`src/rtl/rau_pkg.sv`:
```
// ----------------------------------------------------------------------------
// rau_pkg: shared types and constants for the rational accumulator unit
// Commands, status codes, request/response structs and the control interface
// between the controller and the datapath.
// ----------------------------------------------------------------------------
package rau_pkg;

  localparam int unsigned DataWidth = 32;
  localparam int unsigned DenWidth  = DataWidth - 1;
  localparam int unsigned WideWidth = 2 * DataWidth + 1;
  localparam int unsigned CntWidth  = $clog2(WideWidth + 1);

  typedef enum logic [2:0] {
    CmdLoad = 3'd0,
    CmdAdd  = 3'd1,
    CmdSub  = 3'd2,
    CmdMul  = 3'd3,
    CmdDiv  = 3'd4
  } cmd_e;

  typedef enum logic [1:0] {
    StatOk       = 2'd0,
    StatZero     = 2'd1,
    StatOverflow = 2'd2
  } status_e;

  typedef struct packed {
    logic [2:0]                  cmd;
    logic signed [DataWidth-1:0] operand_num;
    logic [DenWidth-1:0]         operand_den;
  } req_t;

  typedef struct packed {
    logic signed [DataWidth-1:0] result_num;
    logic [DenWidth-1:0]         result_den;
    logic [1:0]                  status;
  } rsp_t;

  typedef struct packed {
    logic load;       // capture request
    logic mul_a;      // first product stage
    logic mul_b;      // second product stage
    logic form;       // form numerator and denominator
    logic gcd_step;   // one Euclid modulo step (bit-serial division)
    logic gcd_next;   // swap after modulo completes
    logic div_start;  // start reduction divisions
    logic div_step;   // one bit of both reductions
    logic commit;     // update state and response
  } ctrl_t;

  typedef struct packed {
    logic skip;       // command finishes without arithmetic
    logic mod_done;   // current modulo finished
    logic gcd_done;   // divisor reached zero
    logic div_done;   // reductions finished
  } stat_t;

endpackage

```
`src/rtl/rau_ctrl.sv`:
```
// ----------------------------------------------------------------------------
// rau_ctrl: sequencer for the rational accumulator unit
// Runs products, Euclid steps and reduction divisions, then hands the result.
// ----------------------------------------------------------------------------
module rau_ctrl (
  input  logic           clk_i,
  input  logic           rst_ni,
  input  logic           in_valid_i,
  output logic           in_stall_o,
  output logic           out_valid_o,
  input  logic           out_stall_i,
  input  rau_pkg::stat_t stat_i,
  output rau_pkg::ctrl_t ctrl_o
);
  typedef enum logic [9:0] {
    StIdle   = 10'b0000000001,
    StMulA   = 10'b0000000010,
    StMulB   = 10'b0000000100,
    StForm   = 10'b0000001000,
    StGcdChk = 10'b0000010000,
    StGcd    = 10'b0000100000,
    StDivSt  = 10'b0001000000,
    StDiv    = 10'b0010000000,
    StCommit = 10'b0100000000,
    StOut    = 10'b1000000000
  } state_e;

  state_e state_q, state_d;

  assign in_stall_o  = (state_q != StIdle);
  assign out_valid_o = (state_q == StOut);

  always_comb begin
    state_d = state_q;
    ctrl_o  = '0;
    case (state_q)
      StIdle: begin
        if (in_valid_i) begin
          ctrl_o.load = 1'b1;
          state_d = StMulA;
        end
      end
      StMulA: begin
        ctrl_o.mul_a = 1'b1;
        state_d = stat_i.skip ? StCommit : StMulB;
      end
      StMulB: begin
        ctrl_o.mul_b = 1'b1;
        state_d = StForm;
      end
      StForm: begin
        ctrl_o.form = 1'b1;
        state_d = StGcdChk;
      end
      StGcdChk: state_d = stat_i.gcd_done ? StDivSt : StGcd;
      StGcd: begin
        if (stat_i.mod_done) begin
          ctrl_o.gcd_next = 1'b1;
          state_d = StGcdChk;
        end else begin
          ctrl_o.gcd_step = 1'b1;
        end
      end
      StDivSt: begin
        ctrl_o.div_start = 1'b1;
        state_d = StDiv;
      end
      StDiv: begin
        if (stat_i.div_done) state_d = StCommit;
        else ctrl_o.div_step = 1'b1;
      end
      StCommit: begin
        ctrl_o.commit = 1'b1;
        state_d = StOut;
      end
      StOut: begin
        if (!out_stall_i) state_d = StIdle;
      end
      default: state_d = StIdle;
    endcase
  end

  always_ff @(posedge clk_i or negedge rst_ni) begin
    if (!rst_ni) begin
      state_q <= StIdle;
    end else begin
      state_q <= state_d;
    end
  end
endmodule

```
`config.mk`:
```
export PLATFORM = sky130hd
export DESIGN_NAME = rau_ctrl
export DESIGN_NICKNAME = d
export VERILOG_FILES = /design/src/rtl/rau_pkg.sv /design/src/rtl/rau_ctrl.sv
export SDC_FILE = /design/constraint.sdc
export NUM_CORES = 1
export LEC_CHECK = 0
export ABC_AREA = 0
export BUFFER_PORTS_ARGS = -buffer_cell sky130_fd_sc_hd__buf_4
export CORE_MARGIN = 8
export CORE_UTILIZATION = 51
export DETAILED_ROUTE_END_ITERATION = 10
export PLACE_DENSITY = 0.86
export SYNTH_ARGS = -nofsm -noshare
export SYNTH_HDL_FRONTEND = slang
export SYNTH_SLANG_ARGS = --single-unit
export TNS_END_PERCENT = 5
```
`constraint.sdc`:
```
create_clock -name clk_i -period 1.6 [get_ports clk_i]
set_input_delay 0.16 -clock clk_i [delete_from_list [all_inputs] [get_ports clk_i]]
set_output_delay 0.16 -clock clk_i [all_outputs]
set_load 0.005 [all_outputs]
```
* Word-level counts from Yosys, hierarchy flattened
Cells that the tools add are included.
Cells by class: equal/unequal tests 15, multiplexer cells 19, reductions and logical operators 1
Operators by type and width (number):
- $pmux W10 S10 | 1
- $mux W10 | 4
- $mux W1 | 11
- $eq A10 B1 Y1 const B | 1
- $eq A10 B10 Y1 const B | 1
- $eq A10 B2 Y1 const B | 1
- $eq A10 B3 Y1 const B | 1
- $eq A10 B4 Y1 const B | 1
- $eq A10 B5 Y1 const B | 1
- $eq A10 B6 Y1 const B | 1
- $eq A10 B7 Y1 const B | 1
- $eq A10 B8 Y1 const B | 1
- $eq A10 B9 Y1 const B | 1
- $ne A10 B1 Y1 const B | 1
- $mux W9 | 1
- $ne A2 B2 Y1 const B | 4
- $mux W7 | 1
- $reduce_and A4 Y1 | 1
- $mux W2 | 1
Word-level totals: bits in registers 10, output and inout port bits 11, word-level logic and storage cells 36

* Depth between registers and ports, before layout
depth after elaboration 3, gate-level depth with buffers 5, mapped depth without buffers 4

* Least setup slack after synthesis
Ideal clock, no wire load.
path type register to output, start register state_q[2], end output port ctrl_o[2] (netlist name), arrival 1.309 ns, data required time 1.440 ns, slack 0.131 ns, cell stages (with the launch flop) 6, path buffers 1, cells stage by stage dfrtp_1 > buf_2 > or3_4 > nor3_4 > nand2_1 > nor3_1
RTL lines:
- start: declaration | line rau_ctrl.sv:28 | state_e state_q, state_d;
- start signal: assignment | line rau_ctrl.sv:85 | state_q <= StIdle;
- start signal: assignment | line rau_ctrl.sv:87 | state_q <= state_d;
- end: declaration | line rau_ctrl.sv:13 | output rau_pkg::ctrl_t ctrl_o

==> results_dict.tcl <==
set metrics [dict create \
    vias 825 \
    cap_violations 0 \
    cp_slowest_cell "dfrtp_1" \
    p_per_area_nw_per_um2 1160 \
    synthDistinctLibCells 42 \
    grt-ovfl-total 0 \
    leakage_nw 0.526 \
    r2r_cells 5 \
    core_um2 1470 \
    grt_pass1_wl_um 3790 \
    ys.flop_type "dfrtp_1" \
    regMostFlops "state_q" \
    min_period_ns 1.80 \
    routedWlPerCell_um 19.4 \
    setup.worst_path.end "ctrl_o[8]" \
    syn_nets 91 \
    placedCellCount 122 \
    rows 14 \
    cp_cell_sequence "buf_4 > nor3_1 > nand4b_4 > nor2_1 > buf_4" \
    area_growth_pct 47.7 \
    hold_viol_final 0 \
    skew_ns 0.00844 \
    r2r_start "state_q[2]$_DFFE_PN0P_" \
    clockPowerShare_pct 17.3 \
    cts_tree "yes" \
    ys_seq_area_share_pct 32.0 \
    n_fill_cell 84 \
    cts.sinks 10 \
    drive_gt1_share_pct 53.4 \
    rrSetupSlack_ns 0.01 \
    reg2reg_to "state_q[8]$_DFFE_PN0P_" \
    die_h_um 55.3 \
    max_slew_margin_pct 72.4 \
    worst-slew-pin-transition_ns 0.410 \
    cts_buffers 3 \
    syn_area_um2 787 \
    die_w_um 55.3 \
    fin_util_pct 79.0 \
    regArea_um2 255 \
    largest_reg_flops 10 \
    finalNetCount 127 \
    gp_congestion 0.834 \
    ant_nets 0 \
    p_int_uw 836 \
    port_buffers 18 \
    rsz0062_at_grt "yes" \
    yosys.area.top_type_share_pct 28.6 \
    antenna_found_initial 0 \
    post-place-ws_ns 0.0230 \
    swShare_pct 37.8 \
    initial_core_util_pct 53.5 \
    top_regs "state_q: 10 flops" \
    cpPeakStageDelay_ns 0.42 \
    fin_ws_ns -0.202 \
    path_depth 5 \
    synth-seq-cells 10 \
    p_comb_share_pct 56.9 \
    setup_viol 11 \
    violations "negative setup slack" \
    fmax_mhz 555 \
    async_flop_share_pct 100 \
    worst_setup_path_start_kind "flip-flop" \
    synth_edf_count 0 \
    drtIter0Drc 29 \
    dp_hpwl_um 1570 \
    h-tree-depth 1 \
    synth_area_leaders "dfrtp_1 (29%), and4b_1 (6.4%), nor2_1 (4.8%)" \
    status "finished, violations left" \
    vias_per_cell 6.16 \
    design.die.area_um2 3060 \
    final_max_slew_viol_count 0 \
    crit_top_cell "buf_4" \
    path_delay_family "simple AND/OR/NAND/NOR gates" \
    clk_pin_slew_worst_paths_ns 0.07 \
    pin_count 19 \
    cts-root-buf "clkbuf_4" \
    path_buf_inv 2 \
    p_switching_uw 508 \
    syn_inst 83 \
    ys_warn_count 0 \
    ir_drop_mv 0.886 \
    critPathArrivalTime_ns 1.64 \
    end_kind "output port" \
    yosys.area.top_type "dfrtp_1" \
    post-route-period-util_pct 113 \
    worstPathRequired_ns 1.44 \
    layoutNonFillerInstCount 134 \
    grtUsageTotal_pct 14.9 \
    multi_input_area_um2 541 \
    clock_tree.buffer_depth 2 \
    min_path_type "in2reg" \
    path_max_fanout 8 \
    power.total_mw 1.34 \
    remaining_drc_errors 0 \
    dr.pass1.iters 4 \
    clkLatencyLatePin_ns 0.28 \
    wirelength_um 2600 \
    path_class "reg2out" \
    worstSetupStartpoint "state_q[2]$_DFFE_PN0P_" \
    n_antenna_cell 0 \
    grt_max_degree 11 \
    grt_pass1_vias 812 \
    syn_area_per_cell_um2 9.48 \
    seqPwrFrac_pct 25.8 \
]
[stage by stage]
step | hold slack [ns] | TNS, ns | area [um^2]
after global placement | -0.00371 | 0 | 985
final | 0.0333 | -1.70 | 1160
after CTS | 0.0343 | -1.40 | 1110
after global routing | 0.0340 | -2.33 | 1160
after floorplan | -0.136 | 0 | 787
after detailed placement | -0.000259 | 0 | 985
[Yosys cell counts (3+ instances only)]
cell type	number
nor3_1	3
nor2_1	10
nor2b_1	3
nor4_2	3
and4b_1	5
nand2_1	4
buf_2	5
dfrtp_1	9
[kinds of logic after synthesis]
kind of cell | share of synthesized area, %
XOR/XNOR | 3.34
AO/OA/AOI/OAI | 13.7
AND/OR/NAND/NOR | 43.6
flip-flops | 32.0
buffers and inverters | 7.47
[placed cells by master, fill, tap and decap left out, types with 3 or more instances in the layout]
master	instances
and4b_1	5
buf_4	34
buf_6	3
clkbuf_4	3
dfrtp_1	6
dfrtp_2	3
nor2_1	9
nor2b_1	3
nor4_4	4
[per-layer routing]
layer	wire length (um)	GRT usage, %	vias up
met5	0	0	-
met4	71	3.17	0
met3	161	5.71	8
met2	1320	25.3	38
met1	1050	17.2	400
li1	-	-	379
[cell type report]
cell class              count  share of cell area (%)
flip-flops and latches     10                    22.0
inverters                   3                   0.969
well taps                  16                    1.72
multi-input cells          63                    46.5
clock buffers               4                    3.12
repair buffers             38                    25.7
[power groups by stage]
stage / clock (mW) / combinational [mW] / sequential (mW)
floorplan: 0 / 0.341 / 0.329
global placement: 0 / 0.533 / 0.345
detailed placement: 0 / 0.551 / 0.347
CTS: 0.235 / 0.699 / 0.341
global route: 0.245 / 0.820 / 0.351
finish: 0.232 / 0.765 / 0.347
[worst min path at each step]
stage / endpoint / slack [ns] / startpoint / cells after the start
2_1_floorplan: state_q[1]$_DFFE_PN0P_ / -0.14 / rst_ni / 0
4_1_cts: state_q[2]$_DFFE_PN0P_ / 0.03 / stat_i[3] / 2
5_1_grt: state_q[2]$_DFFE_PN0P_ / 0.03 / stat_i[3] / 2
3_3_place_gp: state_q[9]$_DFFE_PN0P_ / -0.004 / rst_ni / 1
6_report: state_q[2]$_DFFE_PN0P_ / 0.03 / stat_i[3] / 2
3_5_place_dp: state_q[9]$_DFFE_PN0P_ / -0.0003 / rst_ni / 1
[repair_timing]
| item | CTS | global route |
|---|---|---|
| endpoints found under the setup margin | 11 | 15 |
| hold buffers | 1 | 0 |
| endpoints found under the hold margin | 10 | 0 |
| pin swaps | 7 | 3 |
| setup buffers | 5 | 2 |
| gates cloned | 0 | 0 |
| gates resized for setup | 12 | 6 |
(Power assumes the default switching activity.)
